### config.mk
export PLATFORM = sky130hd
export DESIGN_NAME = bale_ctrl
export DESIGN_NICKNAME = d
export VERILOG_FILES = /design/src/hdl/bale_pkg.sv /design/src/hdl/bale_ctrl.sv
export VERILOG_INCLUDE_DIRS = /design/src /design/src/hdl
export SDC_FILE = /design/constraint.sdc
export NUM_CORES = 1
export LEC_CHECK = 0
export ABC_AREA = 1
export BUFFER_PORTS_ARGS = -buffer_cell sky130_fd_sc_hd__buf_2
export CAP_MARGIN = 20
export CORE_AREA = 8 8 45 47
export CTS_CLUSTER_DIAMETER = 60
export DETAILED_ROUTE_END_ITERATION = 6
export DIE_AREA = 0 0 53 55
export GPL_TIMING_DRIVEN = 1
export HOLD_SLACK_MARGIN = 0.12
export PLACE_DENSITY = 0.47
export SYNTH_ARGS = -nofsm -noshare
export SYNTH_HDL_FRONTEND = slang
export SYNTH_SLANG_ARGS = --single-unit
### constraint.sdc
create_clock -name aclk -period 1.15 [get_ports aclk]
set_clock_uncertainty 0.05 [all_clocks]
set_input_delay 0.115 -clock aclk [delete_from_list [all_inputs] [get_ports aclk]]
set_output_delay 0.115 -clock aclk [all_outputs]
set_load 0.005 [all_outputs]
### src/hdl/bounded_array_list_engine_defines.svh
// ----------------------------------------------------------------------------
// Assertion macros for the bounded array list engine
// Shared property wrappers; each use expands to one labeled assertion.
// ----------------------------------------------------------------------------
`ifndef BOUNDED_ARRAY_LIST_ENGINE_DEFINES_SVH
`define BOUNDED_ARRAY_LIST_ENGINE_DEFINES_SVH

// Same-cycle implication, checked outside of reset.
`define BALE_ASSERT_IMPL(label, clk, rstn, ante, cons, msg) \
    label: assert property (@(posedge clk) disable iff (!rstn) (ante) |-> (cons)) else $error(msg);

// Next-cycle implication, checked outside of reset.
`define BALE_ASSERT_NEXT(label, clk, rstn, ante, cons, msg) \
    label: assert property (@(posedge clk) disable iff (!rstn) (ante) |=> (cons)) else $error(msg);

`endif

### src/hdl/bale_pkg.sv
// ----------------------------------------------------------------------------
// bale_pkg
// Types, constants and a helper function shared by the list engine modules.
// ----------------------------------------------------------------------------
`default_nettype none

package bale_pkg;

    // Default list capacity in entries.
    localparam int CAPACITY_DEF = 64;

    // Field widths.
    localparam int OPCODE_W  = 3;
    localparam int INDEX_W   = 6;
    localparam int VALUE_W   = 64;
    localparam int STATUS_W  = 2;
    localparam int COUNT_W   = 7;
    localparam int CFG_W     = 4;
    localparam int NUM_BYTES = VALUE_W / 8;

    // Entry width register value after reset.
    localparam logic [CFG_W-1:0] ENTRY_BYTES_RST = CFG_W'(8);

    // Command codes.
    typedef enum logic [OPCODE_W-1:0] {
        OP_APPEND       = 3'd0,
        OP_REMOVE_LAST  = 3'd1,
        OP_REMOVE_FIRST = 3'd2,
        OP_READ         = 3'd3,
        OP_OVERWRITE    = 3'd4,
        OP_INSERT       = 3'd5,
        OP_REMOVE_AT    = 3'd6,
        OP_CLEAR        = 3'd7
    } opcode_t;

    // Result status codes.
    typedef enum logic [STATUS_W-1:0] {
        ST_OK    = 2'd0,
        ST_WIDE  = 2'd1,
        ST_RANGE = 2'd2,
        ST_FULL  = 2'd3
    } status_t;

    // Work that a decoded command needs from the entry memory.
    typedef enum logic [2:0] {
        ACT_NONE,
        ACT_READ,
        ACT_PUT,
        ACT_SHIFT_DN,
        ACT_SHIFT_UP,
        ACT_FILL
    } act_t;

    // Controller states.
    typedef enum logic [2:0] {
        S_IDLE,
        S_RUN,
        S_READ_WAIT,
        S_SWEEP,
        S_PUT,
        S_FINISH
    } state_t;

    // Commands from the controller to the datapath.
    typedef struct packed {
        logic load;
        logic rd_issue;
        logic rd_cap;
        logic sweep_step;
        logic put_wr;
        logic result_ld;
    } cmd_t;

    // Status from the datapath to the controller.
    typedef struct packed {
        act_t act;
        logic remain_nz;
        logic wb_pending;
    } sts_t;

    // Number of significant bytes in a value, zero for a zero value.
    function automatic logic [CFG_W-1:0] byte_len(input logic [VALUE_W-1:0] v);
        logic [CFG_W-1:0] n;
        n = '0;
        for (int i = 0; i < NUM_BYTES; i++) begin
            if (|v[8*i +: 8]) begin
                n = CFG_W'(i + 1);
            end
        end
        return n;
    endfunction

endpackage

`default_nettype wire

### src/hdl/bale_ctrl.sv
// ----------------------------------------------------------------------------
// bale_ctrl
// Controller: sequences one command at a time through the datapath.
// ----------------------------------------------------------------------------
`default_nettype none

`include "bounded_array_list_engine_defines.svh"

module bale_ctrl (
    input  wire logic          aclk,
    input  wire logic          aresetn,
    input  wire logic          s_valid,
    output logic               s_ready,
    output logic               m_valid,
    input  wire logic          m_ready,
    input  wire bale_pkg::sts_t sts,
    output bale_pkg::cmd_t     cmd
);

    bale_pkg::state_t state_reg, state_next;
    logic             m_valid_reg, m_valid_next;

    // State and result-valid registers.
    always_ff @(posedge aclk) begin
        if (!aresetn) begin
            state_reg   <= bale_pkg::S_IDLE;
            m_valid_reg <= 1'b0;
        end else begin
            state_reg   <= state_next;
            m_valid_reg <= m_valid_next;
        end
    end

    // Next state and datapath commands.
    always_comb begin
        state_next   = state_reg;
        cmd          = '0;
        m_valid_next = m_valid_reg && !m_ready;
        case (state_reg)
            bale_pkg::S_IDLE: begin
                if (s_valid) begin
                    cmd.load   = 1'b1;
                    state_next = bale_pkg::S_RUN;
                end
            end
            bale_pkg::S_RUN: begin
                case (sts.act)
                    bale_pkg::ACT_READ: begin
                        cmd.rd_issue = 1'b1;
                        state_next   = bale_pkg::S_READ_WAIT;
                    end
                    bale_pkg::ACT_PUT: begin
                        cmd.put_wr = 1'b1;
                        state_next = bale_pkg::S_FINISH;
                    end
                    bale_pkg::ACT_SHIFT_DN,
                    bale_pkg::ACT_SHIFT_UP,
                    bale_pkg::ACT_FILL: begin
                        state_next = bale_pkg::S_SWEEP;
                    end
                    default: begin
                        state_next = bale_pkg::S_FINISH;
                    end
                endcase
            end
            bale_pkg::S_READ_WAIT: begin
                cmd.rd_cap = 1'b1;
                state_next = bale_pkg::S_FINISH;
            end
            bale_pkg::S_SWEEP: begin
                // Step until the counter runs out, then let the last write-back drain.
                if (sts.remain_nz) begin
                    cmd.sweep_step = 1'b1;
                end else if (!sts.wb_pending) begin
                    state_next = (sts.act == bale_pkg::ACT_SHIFT_DN) ?
                                 bale_pkg::S_FINISH : bale_pkg::S_PUT;
                end
            end
            bale_pkg::S_PUT: begin
                cmd.put_wr = 1'b1;
                state_next = bale_pkg::S_FINISH;
            end
            bale_pkg::S_FINISH: begin
                // Load the result once the output register is free.
                if (!m_valid_reg || m_ready) begin
                    cmd.result_ld = 1'b1;
                    m_valid_next  = 1'b1;
                    state_next    = bale_pkg::S_IDLE;
                end
            end
            default: begin
                state_next = bale_pkg::S_IDLE;
            end
        endcase
    end

    assign s_ready = (state_reg == bale_pkg::S_IDLE);
    assign m_valid = m_valid_reg;

    // A sweep that has run out of steps has no write-back pending in the next cycle.
    `BALE_ASSERT_NEXT(a_sweep_drains, aclk, aresetn, (state_reg == bale_pkg::S_SWEEP) && !sts.remain_nz, !sts.wb_pending, "write-back still pending after sweep end")
    // Finishing with a free output register always produces a result.
    `BALE_ASSERT_NEXT(a_finish_delivers, aclk, aresetn, (state_reg == bale_pkg::S_FINISH) && !m_valid_reg, m_valid_reg && (state_reg == bale_pkg::S_IDLE), "result not delivered from finish")

endmodule

`default_nettype wire

==> summary.md, run 1 <==
| Metric | Value |
|---|---|
| Global route overflow | `0` |
| Met3 usage | `4.28%` |
| Worst slew pin tran | `0.258 ns` |
| RSZ-0062 raised after global routing | `true` |
| Setup violations, final | `9` |
| DRT Pass-1 Iters | `4` |
| Post-synthesis register bit count | `4` |
| Final setup margin | `-0.176 ns` |
| Synthesized instance count | `60` |
| Final WL | `1240 um` |
| CP max-delay cell | `dfxtp_4` |
| Yosys Warn Count | `0` |
| Final hold violation count | `0` |
| Post-Syn Area | `about 340 um2` |
| Reg clk slew, reported paths | `approximately 0.04 ns` |
| Total CTS buffers | `3` |
| Max FFs per register | `3` |
| Area contributors post-synth | `dfxtp_1, nand2_1, inv_1` |
| Yosys top cell by area | `dfxtp_1` |
| Most numerous cell in the Yosys netlist | `nand2_1` |
| Vias per cell | `4.65` |
| Final antenna-violating net count | `0` |
| Worst min path class | `in2reg` |
| Setup TNS Final | `-1.02 ns` |
| Initial antenna violation count | `0` |
| Antenna cell count | `0` |
| Crit path to | `cmd[1]` |
| Die X-Extent | `between 50 and 60 um` |
| CTS sink cnt | `4` |
| DR iter-0 viols | `13` |
| Via count | `502` |
| Post-synth EDFFs | `0` |
| Max-cap violations | `0` |
| Sequential element share of the synthesized area | `23.7%` |
| Initial Utilization | `24.4%` |
| Peak supply drop | `0.795 mV` |
| Share of the synthesized area in the top cell type | `23.7%` |
| Reg2Reg Launch Point | `state_reg[1]` |
| Crit-path max FO | `4` |
| Fraction of layout cells with a size suffix above 1 | `between 50 and 60%` |
| Arrival @ worst endpoint | `1.16 ns` |
| HPWL Detailed | `831 um` |
| WP data required | `approximately 0.99 ns` |
| I/O Buffers | `16` |
| DIE AREA | `0.00292 mm2` |
| Worst-Skew Late Latency | `0.24 ns` |
| Placer congestion estimate | `0.810` |
| Relative slew margins | `82.7%` |
| Most frequent cells after synthesis | `nand2_1, inv_1, nor2_1` |
| Die Height | `55 um` |
| Syn Nets | `slightly below 70` |
| I/O Pins | `17` |
| Leak Pwr | `0.000340 uW` |
| Slack of the worst reg-to-reg path | `-0.10 ns` |
| Synthesized area per cell | `5.63 um2` |
| Met2 GRT Util | `between 10 and 15%` |
| WHS | `0.129 ns` |
| Synthesis-to-layout area growth | `92.2%` |
| DRC | `0` |
| CTS H-tree lvls | `1` |
| Final period utilization | `115%` |
| Ys flop type | `dfxtp_1` |
| Fmax | `approximately 0.75 GHz` |
| Root Driver | `clkbuf_4` |
| Placed Cells | `95` |
| First-pass GRT wire length | `about 1900 um` |
| Core outline area | `0.00138 mm2` |
| Max Slew Vio Count | `0` |
| Fin crit period | `1.33 ns` |
| Outcome | `finished, violations left` |
| Max stage delay on crit path | `roughly 0.35 ns` |
| Net count of the finished layout | `103` |
| Clk buf depth | `2` |
| Non-filler instance count after layout | `about 110` |
| CP Cell Sequence | `buf_4 -> nor2_4 -> nand2_1 -> o41ai_2 -> buf_2` |
| R2r worst-path depth | `6` |
| Number of global-route vias before repair | `~460` |
| R2r endpoint | `state_reg[0]` |
| Asr flop ratio synth | `0%` |
| Failing checks | `setup timing` |
| GR Util met1 | `9.42%` |
| Worst Setup SP | `state_reg[0]` |
| CP Capture Type | `primary output` |
| Cell row count | `14` |
| Total GRT Usage | `around 8.5%` |
| GR peak layer | `met2` |
| Count of cell types in the netlist | `18` |
| CTS tree | `yes` |
| Power per standard cell area | `about 1200 mW/mm2` |
| Startpoint types | `flip-flop` |
| Setup Crit Path Kind | `reg2out` |
| Largest net degree at the start of global routing | `7` |
| DR WL/cell | `11.5 um` |
-- through the flow --
| step | cell area [um2] | total power, uW | setup WS [ns] | util, % |
|---|---|---|---|---|
| 3_5_place_dp | 460 | 422 | -0.0802 | 33.3 |
| 3_3_place_gp | 460 | 430 | -0.0894 | 33.3 |
| 2_1_floorplan | 338 | 326 | 0.0704 | - |
| 4_1_cts | 581 | 700 | -0.158 | 42.0 |
| 5_1_grt | 649 | 846 | -0.226 | 46.9 |
| 6_report | 649 | 791 | -0.176 | 46.9 |
-- placed cells by master, fill, tap and decap left out, types with 2 or more instances in the layout --
master and count:
buf_2 16, a21oi_1 4, nand2_2 3, inv_4 2, nor2_2 2, inv_1 7
clkbuf_4 3, nor2_1 4, dfxtp_4 2, nand3_2 3, nor2_4 3, buf_4 12
o21ai_0 2, nand2_1 13
-- critical path, delay by kind of cell, from the launching register on --
kind,cells,cell delay (ns)
compound gates,1,0.06
buf+inv,2,0.30
flops,1,0.35
simple gates,2,0.22
-- logic make-up after synthesis --
| logic type | synth area share [%] |
|---|---|
| flip-flops | 23.7 |
| AND/OR/NAND/NOR | 46.3 |
| AO/OA/AOI/OAI | 16.7 |
| buffers and inverters | 13.3 |
-- what timing repair did --
action | in CTS | in global routing
setup endpoints to repair | 8 | 10
buffers inserted | 6 | 4
hold endpoints to repair | 2 | 0
gates resized for setup | 14 | 12
hold buffers | 1 | 0
pin swaps | 2 | 6
-- layout make-up --
| type | count | area [um2] |
|---|---|---|
| inverter | 10 | 42.5 |
| timing repair buffer | 30 | 191 |
| clock buffer | 3 | 22.5 |
| fill | 145 | 734 |
| tap | 16 | 20.0 |
| multi-input combinational | 45 | 284 |
| sequential | 4 | 88.8 |
-- worst min-delay path by stage --
stage	to	depth (start not counted)	from
2_1_floorplan	state_reg[0]	2	aresetn
3_3_place_gp	state_reg[0]	3	aresetn
3_5_place_dp	state_reg[2]	3	aresetn
4_1_cts	m_valid	4	m_ready
5_1_grt	m_valid	4	m_ready
6_report	m_valid	4	m_ready
-- power breakdown --
part	leakage [uW]	internal, uW	total [uW]	switching, uW
combinational	0.000292	220	425	205
sequential	0.0000345	161	188	27.0
clock	0.0000138	117	178	60.6
total	0.000340	499	791	292
-- per-layer routing --
metal  wire [um]  share of wire, %
met3         101               8.1
met1         477                38
met4           0                 0
met2         664                53
met5           0                 0
Power figures use the tool's default switching activity.
==> run 2, diff against run 1 <==
Settings changed: CTS_BUF_LIST set to sky130_fd_sc_hd__clkbuf_16, CTS_CLUSTER_SIZE set to 8.
==> summary.md, run 2 (synthesis gave the netlist of run 1 again) <==
| Metric | Value |
|---|---|
| Vias per cell | `4.71 (was 4.65)` |
| Peak supply drop | `1.18 mV (was 0.795 mV)` |
| Via count | `495 (was 502)` |
| CTS tree | `yes (unchanged)` |
| Arrival @ worst endpoint | `1.14 ns (was 1.16 ns)` |
| Sequential power share | `16.9% (was 23.8%)` |
| Initial Utilization | `24.4% (unchanged)` |
| Worst min path class | `in2reg (unchanged)` |
| I/O Pins | `17 (unchanged)` |
| CTS sink cnt | `4 (unchanged)` |
| Commonest cells after routing, fill and taps aside | `buf_2, nand2_1, buf_4 (unchanged)` |
| DR iter-0 viols | `7 (was 13)` |
| Max FFs per register | `3 (unchanged)` |
| CP max-delay cell | `dfxtp_4 (unchanged)` |
| Dpl ws | `-0.0802 ns (unchanged)` |
| Clock share of power | `48.3% (was 22.4%)` |
| Global route overflow | `0 (unchanged)` |
| Antenna cell count | `0 (unchanged)` |
| Total CTS buffers | `3 (unchanged)` |
| Leak Pwr | `0.000341 uW (was 0.000340 uW)` |
| Fraction of layout cells with a size suffix above 1 | `52.8% (was 57.6%)` |
| Util after Layout | `47.3% (was 46.9%)` |
| Root Driver | `clkbuf_16 (was clkbuf_4)` |
| Combinational share of power | `34.8% (was 53.8%)` |
| WP data required | `0.99 ns (about the same)` |
| Cell row count | `14 (unchanged)` |
| HPWL Detailed | `831 um (unchanged)` |
| Fin crit period | `1.31 ns (was 1.33 ns)` |
| Synthesis-to-layout area growth | `93.7% (was 92.2%)` |
| Clk buf depth | `2 (unchanged)` |
| I/O Buffers | `16 (unchanged)` |
| Net count of the finished layout | `100 (was 103)` |
| DR WL/cell | `11.3 um (was 11.5 um)` |
| Final antenna-violating net count | `0 (unchanged)` |
| Outcome | `finished, violations left (unchanged)` |
| Max-cap violations | `0 (unchanged)` |
| Number of global-route vias before repair | `470 (was 464)` |
| Setup Crit Path Kind | `reg2out (unchanged)` |
| Switching power | `316 uW (was 292 uW)` |
| Cell-internal power | `803 uW (was 499 uW)` |
| DIE AREA | `0.00292 mm2 (unchanged)` |
| Overall Power | `1120 uW (was 791 uW)` |
| DRC | `0 (unchanged)` |
| DRT Pass-1 Iters | `4 (unchanged)` |
| Final WL | `1190 um (was 1240 um)` |
| CP Capture Type | `primary output (unchanged)` |
| CTS hold repair buffers | `0 (was 1)` |
| Core outline area | `0.00138 mm2 (unchanged)` |
| Max Slew Vio Count | `0 (unchanged)` |
| Most common cell after layout, fill and taps aside | `buf_2 (unchanged)` |
| Largest net degree at the start of global routing | `7 (unchanged)` |
| Total GRT Usage | `8.91% (was 8.52%)` |
| Number of fillers in the final layout | `145 (unchanged)` |
| Final hold violation count | `0 (unchanged)` |
| CTS H-tree lvls | `1 (unchanged)` |
| Placer congestion estimate | `0.810 (unchanged)` |
| Power per standard cell area | `1710 mW/mm2 (was 1220 mW/mm2)` |
| Startpoint types | `flip-flop (unchanged)` |
| Initial antenna violation count | `0 (unchanged)` |
| Die Height | `55 um (unchanged)` |
| Worst-Skew Late Latency | `0.22 ns (was 0.24 ns)` |
| Reg clk slew, reported paths | `0.03 ns (was 0.04 ns)` |
| Worst slew pin tran | `0.223 ns (was 0.258 ns)` |
| Switching share of power | `28.3% (was 37.0%)` |
| RSZ-0062 raised after global routing | `true (unchanged)` |
| WHS | `0.127 ns (was 0.129 ns)` |
| Fmax | `0.766 GHz (was 0.754 GHz)` |
| First-pass GRT wire length | `1950 um (was 1870 um)` |
| Max stage delay on crit path | `0.35 ns (about the same)` |
| Final period utilization | `114% (was 115%)` |
| Crit-path max FO | `4 (unchanged)` |
| Relative slew margins | `85.0% (was 82.7%)` |
| CP Cell Sequence | `buf_4 -> nor2_4 -> nand2_1 -> o41ai_2 -> buf_2 (unchanged)` |
| Final setup margin | `-0.156 ns (was -0.176 ns)` |
| Setup violations, final | `9 (unchanged)` |
| Die X-Extent | `53 um (unchanged)` |
| Failing checks | `setup timing (unchanged)` |
run 2: changes by cell type in the layout (fill, tap and decap cells not counted), moves of 2 or more:
cell / delta
buf_4: -2
nand3_1: +2
clkbuf_4: -3
clkbuf_16: +3
nand3_2: -2
run 2: final timing paths:
path | endpoint | slack, ns | start | cells past startpoint
worst max-delay path | cmd[1] | -0.16 | state_reg[0] | 5
worst min-delay path | state_reg[0] | 0.13 | aresetn | 3
worst max register to register | state_reg[0] | -0.13 | state_reg[0] | 7
worst min register to register | m_valid | 0.46 | m_valid | 2
run 2: per-layer routing:
layer / vias up / track usage [%] / part of all wire (%)
met5: - / 0 / 0
met4: 0 / 2.59 / 0
met3: 0 / 4.28 / 5.9
met2: 15 / 14.5 / 50
met1: 226 / 10.2 / 44
li1: 254 / - / -
run 2: layout make-up:
cell class	count	area, um2	area share, %
sequential	4	88.8	13.6
timing repair buffer	27	166	25.4
tap	16	20.0	3.06
multi-input combinational	45	264	40.3
inverter	10	40.0	6.12
clock buffer	3	75.1	11.5
run 2: metrics by stage:
stage                     instance area (um2)  setup TNS, ns  std cells
after detailed placement                  460        -0.0829         95
after global routing                      654          -1.52        105
final                                     654          -1.02        105
after CTS                                 616         -0.731        103
after global placement                    460         -0.228         95
after floorplan                           338              0         60
run 2: worst max-delay path, delay by kind of cell, from the launching register on:
kind | cells | cell delay [ns]
AO/OA/AOI/OAI | 1 | 0.05
buffers and inverters | 2 | 0.30
flip-flops | 1 | 0.35
AND/OR/NAND/NOR | 2 | 0.21
run 2: timing repair:
action	4_1_cts	5_1_grt
pin swaps	2	6
endpoints found under the setup margin	8	9
gates resized for setup	13	7
buffers inserted	6	2
run 2: power by group through the flow:
stage                     clock network (uW)  logic [uW]  registers, uW
after floorplan                            0         150            176
after global placement                     0         246            184
after detailed placement                   0         240            183
after CTS                                544         330            185
after global routing                     559         425            192
final                                    541         389            189
